===== src/lbr_pkg.sv =====
// Package: sizes, bracket codes, stack entry and channel payload types.
`timescale 1ns / 1ps

package lbr_pkg;

    localparam int MAX_LEN = 1024;
    localparam int POS_W   = $clog2(MAX_LEN + 1);
    localparam int IDX_W   = (MAX_LEN > 1) ? $clog2(MAX_LEN) : 1;
    localparam int LEN_W   = 11;
    localparam int CHAR_W  = 8;

    localparam logic [CHAR_W-1:0] CH_OPEN_ROUND   = 8'h28;
    localparam logic [CHAR_W-1:0] CH_CLOSE_ROUND  = 8'h29;
    localparam logic [CHAR_W-1:0] CH_OPEN_SQUARE  = 8'h5B;
    localparam logic [CHAR_W-1:0] CH_CLOSE_SQUARE = 8'h5D;
    localparam logic [CHAR_W-1:0] CH_OPEN_CURLY   = 8'h7B;
    localparam logic [CHAR_W-1:0] CH_CLOSE_CURLY  = 8'h7D;

    typedef enum logic [1:0] {
        KIND_ROUND  = 2'd0,
        KIND_SQUARE = 2'd1,
        KIND_CURLY  = 2'd2
    } t_kind;

    typedef struct packed {
        logic  is_open;
        logic  is_close;
        t_kind kind;
    } t_class;

    typedef struct packed {
        logic [POS_W-1:0] pos;
        t_kind            kind;
    } t_entry;

    typedef struct packed {
        logic             we;
        logic [IDX_W-1:0] waddr;
        t_entry           wdata;
        logic [IDX_W-1:0] raddr;
    } t_ram_req;

    typedef struct packed {
        logic [CHAR_W-1:0] char_code;
        logic              last_char;
    } t_chr;

    typedef struct packed {
        logic [LEN_W-1:0] longest_length;
        logic             too_long;
    } t_res;

    function automatic t_class classify(input logic [CHAR_W-1:0] c);
        t_class r;
        r = '{is_open: 1'b0, is_close: 1'b0, kind: KIND_ROUND};
        unique case (c)
            CH_OPEN_ROUND:   r = '{is_open: 1'b1, is_close: 1'b0, kind: KIND_ROUND};
            CH_OPEN_SQUARE:  r = '{is_open: 1'b1, is_close: 1'b0, kind: KIND_SQUARE};
            CH_OPEN_CURLY:   r = '{is_open: 1'b1, is_close: 1'b0, kind: KIND_CURLY};
            CH_CLOSE_ROUND:  r = '{is_open: 1'b0, is_close: 1'b1, kind: KIND_ROUND};
            CH_CLOSE_SQUARE: r = '{is_open: 1'b0, is_close: 1'b1, kind: KIND_SQUARE};
            CH_CLOSE_CURLY:  r = '{is_open: 1'b0, is_close: 1'b1, kind: KIND_CURLY};
            default: ;
        endcase
        return r;
    endfunction

endpackage


===== src/lbr_scan.sv =====
// Scan state: position, base, best run and the two cached top stack entries.
`timescale 1ns / 1ps

module lbr_scan
    import lbr_pkg::*;
(
    input  logic     i_clk,
    input  logic     i_rst_n,
    input  logic     i_go,
    input  t_chr     i_chr,
    input  t_entry   i_third,
    output t_ram_req o_ram,
    output t_res     o_res
);

    localparam logic [POS_W-1:0] MAX_POS = POS_W'(MAX_LEN);

    logic [POS_W-1:0] r_cnt, n_cnt;
    logic [POS_W-1:0] r_base, n_base;
    logic [POS_W-1:0] r_charpos, n_charpos;
    logic [POS_W-1:0] r_best, n_best;
    logic             r_ovf, n_ovf;
    t_entry           r_top, n_top;
    t_entry           r_sec, n_sec;

    t_class           cls;
    logic [POS_W-1:0] pos;
    logic [POS_W-1:0] start;
    logic [POS_W-1:0] run;

    always_comb begin
        n_cnt     = r_cnt;
        n_base    = r_base;
        n_charpos = r_charpos;
        n_best    = r_best;
        n_ovf     = r_ovf;
        n_top     = r_top;
        n_sec     = r_sec;
        cls       = classify(i_chr.char_code);
        pos       = r_charpos + 1'b1;
        start     = r_base;
        run       = '0;

        o_ram.we    = 1'b0;
        o_ram.waddr = r_cnt[IDX_W-1:0];
        o_ram.wdata = '{pos: pos, kind: cls.kind};

        if (i_go) begin
            if (r_charpos >= MAX_POS) begin
                // drop characters past the length limit
                n_ovf = 1'b1;
            end else begin
                n_charpos = pos;
                if (cls.is_open) begin
                    if (r_cnt < MAX_POS) begin
                        o_ram.we = 1'b1;
                        n_top    = o_ram.wdata;
                        n_sec    = r_top;
                        n_cnt    = r_cnt + 1'b1;
                    end
                end else if (cls.is_close && r_cnt != '0 && r_top.kind == cls.kind) begin
                    n_cnt = r_cnt - 1'b1;
                    start = (r_cnt > POS_W'(1)) ? r_sec.pos : r_base;
                    run   = pos - start;
                    if (run > r_best) begin
                        n_best = run;
                    end
                    n_top = r_sec;
                    n_sec = i_third;
                end else begin
                    // break the run: empty the stack and move the base
                    n_cnt  = '0;
                    n_base = pos;
                end
            end
        end

        o_res.longest_length = LEN_W'(n_best);
        o_res.too_long       = n_ovf;

        if (i_go && i_chr.last_char) begin
            n_cnt     = '0;
            n_base    = '0;
            n_charpos = '0;
            n_best    = '0;
            n_ovf     = 1'b0;
        end

        // prefetch the entry below the new second so a pop finds it next cycle
        o_ram.raddr = IDX_W'(n_cnt - POS_W'(3));
    end

    always_ff @(posedge i_clk) begin
        if (!i_rst_n) begin
            r_cnt     <= '0;
            r_base    <= '0;
            r_charpos <= '0;
            r_best    <= '0;
            r_ovf     <= 1'b0;
        end else begin
            r_cnt     <= n_cnt;
            r_base    <= n_base;
            r_charpos <= n_charpos;
            r_best    <= n_best;
            r_ovf     <= n_ovf;
        end
    end

    always_ff @(posedge i_clk) begin
        r_top <= n_top;
        r_sec <= n_sec;
    end

endmodule


===== config.mk =====
export PLATFORM = sky130hd
export DESIGN_NAME = lbr_scan
export DESIGN_NICKNAME = d
export VERILOG_FILES = /design/src/lbr_pkg.sv /design/src/lbr_scan.sv
export SDC_FILE = /design/constraint.sdc
export NUM_CORES = 1
export LEC_CHECK = 0
export BUFFER_PORTS_ARGS = -buffer_cell sky130_fd_sc_hd__buf_2
export CORE_MARGIN = 2
export CORE_UTILIZATION = 45
export DETAILED_ROUTE_END_ITERATION = 8
export PLACE_DENSITY = 0.72
export SETUP_SLACK_MARGIN = 0.02
export SYNTH_ARGS = -nofsm -noshare
export SYNTH_HDL_FRONTEND = slang
export SYNTH_SLANG_ARGS = --single-unit

===== constraint.sdc =====
create_clock -name i_clk -period 7.65 [get_ports i_clk]
set_input_delay 1.53 -clock i_clk [delete_from_list [all_inputs] [get_ports i_clk]]
set_output_delay 1.53 -clock i_clk [all_outputs]
set_load 0.02 [all_outputs]

## Yosys cells after proc, flatten, opt, wreduce, memory -nomap -nowiden

Index checks and enable logic that the tools add are counted.

| word-level totals | value |
|---|---|
| register bits after elaboration | 71 |
| output and inout bits | 46 |
| bits in writable memories | 0 |
| memories kept | 0 |
| latch bits | 0 |
| input port bits | 25 |
| word-level logic and storage cells | 64 |
| ROM bits | 0 |

| cells by class | value |
|---|---|
| equal/unequal tests | 8 |
| multiply operators | 0 |
| divide/modulo/power cells | 0 |
| add/subtract/negate cells | 5 |
| magnitude comparators | 4 |
| mux-type cells | 25 |
| shift-type cells | 0 |
| reductions and logical operators | 9 |
| bitwise gates (word level) | 4 |

Operator list:

| kind | number |
|---|---|
| $mux W11 | 12 |
| $mux W13 | 6 |
| $eq A8 B7 Y1 const B | 4 |
| $pmux W4 S6 | 1 |
| $add A11 B1 Y11 const B | 2 |
| $eq A8 B6 Y1 const B | 2 |
| $ge A11 B11 Y1 const B | 1 |
| $gt A11 B1 Y1 const B | 1 |
| $gt A11 B11 Y1 | 1 |
| $lt A11 B11 Y1 const B | 1 |
| $reduce_bool A11 Y1 | 1 |
| $sub A11 B1 Y11 const B | 1 |
| $sub A11 B11 Y11 | 1 |
| $sub A10 B2 Y10 const B | 1 |
| $reduce_and A4 Y1 | 2 |
| $mux W1 | 6 |
| $not A1 Y1 | 4 |
| $logic_and A1 B1 Y1 | 3 |
| $eq A2 B2 Y1 | 1 |
| $ne A2 B1 Y1 const B | 1 |
| $reduce_and A2 Y1 | 1 |
| $reduce_bool A2 Y1 | 1 |
| $reduce_or A2 Y1 | 1 |

## Depth between registers and ports, before layout

| depth | value |
|---|---|
| depth in word-level cells | 10 |
| gate-level depth with buffers | 23 |
| mapped depth without buffers | 22 |

## Worst setup path before layout

Ideal clock, no wire load.

| timing | value |
|---|---|
| kind | reg2out |
| start | register r_cnt[7] |
| end | output o_res[10] (netlist bit) |
| cell stages (with the launch flop) | 22 |
| required time | 6120 ps |
| data arrival time | 5445 ps |
| path buffers | 2 |
| setup slack | 675 ps |
| cells stage by stage | dfxtp_1 > clkbuf_1 > nor4_1 > nand2b_1 > nor4_1 > clkbuf_1 > mux2_2 > ha_1 > inv_1 > fa_1 > a21o_1 > a21oi_1 > o21bai_1 > a2111oi_0 > o41ai_1 > xnor2_1 > ha_1 > a21oi_1 > nand2_1 > or2_2 > o211ai_2 > mux2_2 |

RTL lines:

| what | RTL line | text |
|---|---|---|
| start: declaration | lbr_scan.sv:18 | `logic [POS_W-1:0] r_cnt, n_cnt;` |
| start signal: assignment | lbr_scan.sv:101 | `r_cnt <= n_cnt;` |
| end: declaration | lbr_scan.sv:13 | `output t_res o_res` |

==> summary.md <==
| Metric | Value |
|---|---|
| GR Overflow Total | 0 |
| Vias in the first global route | 4233 |
| Req. time, crit path | 6.12 ns |
| Crit path capture type | output pin |
| Initial antenna violation count | 0 |
| RSZ-0062 raised after global routing | no |
| Die Y | 109.2 um |
| Placed inst area | 5391 um2 |
| Leakage | 2.434 nW |
| Met3 routed wirelength | 758 um |
| Clk root buf | clkbuf_8 |
| Die width | 109.2 um |
| CTS Buffer Depth | 2 |
| Netlist Area Pre-Place | 4981 um2 |
| Ys async rst share | 0% |
| Detailed Routing Iterations Pass 1 | 6 |
| Number of antenna cells inserted | 0 |
| Combined area of the multi-input logic cells | 3013 um2 |
| Yosys top cell area share | 18.09% |
| Fraction of layout cells with a size suffix above 1 | 19.88% |
| Least-Margin Pin Slew | 0.9005 ns |
| EDFF count, synth | 26 |
| Final #Nets | 697 |
| Syn Area/Cell | 8.414 um2 |
| Fillers | 982 |
| CP Max Fanout | 10 |
| Slew margin rel. | 39.41% |
| Main area contributors after synthesis | dfxtp_1, edfxtp_1, ha_1, nand2_1, nor2_1 |
| GP Congestion | 0.9364 |
| Area leader, netlist | dfxtp_1 |
| Full die area | 11930 um2 |
| Port-buffer cells | 70 |
| Clock power share | 38.0% |
| Clk_lat worst skew | 0.36 ns |
| Via density | 5.638 |
| Finish-stage setup viols | 0 |
| Post-Route M1 WL | 5581 um |
| Sequential Power Share | 41.3% |
| Total number of vias | 4448 |
| Commonest cells after routing, fill and taps aside | nand2_1, buf_2, nor2_1, dfxtp_1 |
| Clk slew on worst S/H paths | 0.08 ns |
| Worst slack, placed | 0.4471 ns |
| Distinct cells, synth | 73 |
| Syn. warnings | 0 |
| Clk_skew | 0.01290 ns |
| Largest net degree at the start of global routing | 40 |
| H-tree depth | 3 |
| CTS tree | done |
| Syn Nets | 645 |
| Post-DRT Antenna Nets | 0 |
| # rows | 38 |
| Hold Vio Cnt, Final | 0 |
| Sw Pwr | 0.0002748 W |
| Gate power share | 20.7% |
| Seq/Total Area, Yosys | 33.76% |
| Setup TNS | 0 ns |
| Status | finished, final reports clean |
| Routed len/inst | 15.90 um |
| Tmin final | 7.225 ns |
| Cells after Synth | 592 |
| Clock Sinks | 71 |
| Top Layer Used | met4 |
| Power Internal | 0.0006933 W |
| Pwr per Cell Area | 171.0 nW/um2 |
| Switching Share | 28.39% |
| Hold Crit Class | reg -> reg |
| Num CTS Buffers | 9 |
| Drt total wl | 12550 um |
| Final period utilization | 94.45% |
| Most common flop cell mapped by yosys | dfxtp_1 |
| Area delta synth->final | 13.64% |
| Power Total | 0.0009681 W |
| Num ports | 71 |
| Total GRT Usage | 21.63% |
| Synth Register Bits | 71 |
| Critical Path AT | 5.70 ns |
| Crit path launch type | flip-flop |
| Crit path kind | reg -> out |
| Fmax | 138.4 MHz |
| Worst VDD drop | 0.0001196 V |
| Commonest non-fill, non-tap cell in the layout | nand2_1 |
| Core Area | 10840 um2 |
| Drc violations | 0 |
| First-pass GRT wire length | 20270 um |
| FF/Latch Area | 1682 um2 |
| Cts hold-fix bufs | 0 |
| Fin area | 5660 um2 |
| Max-Cap Viols | 0 |
| DRT iter0 DRCs | 335 |
| Max Slew Vio Count | 0 |
| Initial core utilization | 45.95% |
| Post-DP HPWL | 9320 um |
| Met2 WL post-DR | 5939 um |
| Final worst setup slack | 0.4246 ns |
==> stage by stage <==
step / hold slack, ns / cells / utilization (%)
2_1_floorplan: 0.4315 / 592 / -
3_3_place_gp: 0.4388 / 773 / 49.73
3_5_place_dp: 0.4509 / 773 / 49.73
4_1_cts: 0.4618 / 789 / 52.08
5_1_grt: 0.4919 / 789 / 52.22
6_report: 0.4577 / 789 / 52.22
==> layer usage <==
metal,vias up,global-route usage [%]
li1,2192,-
met1,2074,27.57
met2,158,35.85
met3,24,4.363
met4,0,8.590
met5,-,0
==> flip-flops by register name, summed over array words and instances, names as in the netlist <==
signal     count
r_sec         13
r_top         13
r_base        11
r_best        11
r_charpos     11
r_cnt         11
r_ovf          1
==> cells by family after synthesis <==
| group | synth area share [%] |
|---|---|
| AO/OA/AOI/OAI | 17.08 |
| XOR/XNOR | 5.602 |
| adder cells (fa/ha/maj) | 7.184 |
| buffers and inverters | 6.481 |
| flip-flops | 33.76 |
| multiplexers | 5.074 |
| AND/OR/NAND/NOR | 24.82 |
==> critical path, stage by stage (launching register included) <==
cell and delay [ns]:
dfxtp_1 0.41, or3_1 0.49, nor4_4 0.46, mux2_2 0.23, ha_1 0.16, inv_1 0.06
fa_1 0.40, a21o_1 0.18, a21oi_1 0.21, o21bai_1 0.13, a2111oi_2 0.41, nor2_1 0.11
xnor2_1 0.21, ha_1 0.30, a211oi_1 0.24, nand2_1 0.09, or2_2 0.32, o211ai_4 0.36
mux2_2 0.40, buf_2 0.16
==> power groups by stage <==
| stage | combinational, W | sequential [W] | clock (W) |
|---|---|---|---|
| 2_1_floorplan | 0.000146 | 0.000406 | 0 |
| 3_3_place_gp | 0.000190 | 0.000407 | 0 |
| 3_5_place_dp | 0.000194 | 0.000408 | 0 |
| 4_1_cts | 0.000196 | 0.000399 | 0.000376 |
| 5_1_grt | 0.000220 | 0.000400 | 0.000391 |
| 6_report | 0.000201 | 0.000399 | 0.000368 |
==> synth_stat cells, types with 12 or more instances <==
library cell	count
a211oi_1	12
a21oi_1	32
buf_4	12
clkbuf_1	22
dfxtp_1	45
edfxtp_1	26
ha_1	27
inv_1	32
mux2i_1	14
nand2_1	89
nor2_1	46
nor2b_1	15
nor3_1	13
o21ai_0	28
xnor2_1	15
xor2_1	15
==> cell type report <==
cell class	count	share of cell area [%]
repair buffers	80	7.515
multi-input cells	450	53.23
clock inverters	7	2.144
inverters	32	2.122
flip-flops and latches	71	29.71
well taps	140	3.095
clock buffers	9	2.188
==> final timing paths <==
kind,start,end,depth (start not counted),slack (ns)
setup reg to reg,r_cnt[3],r_best[7],19,2.23
setup / recovery,r_cnt[3],o_res[7],19,0.42
hold reg to reg,r_base[10],r_base[10],2,0.46
hold / removal,r_base[10],r_base[10],2,0.46
==> timing repair <==
item	in CTS	in global routing
pin swaps	0	1
gates resized for setup	1	3
setup endpoints to repair	8	11
buffers inserted	0	0
Power figures use the tool's default switching activity.
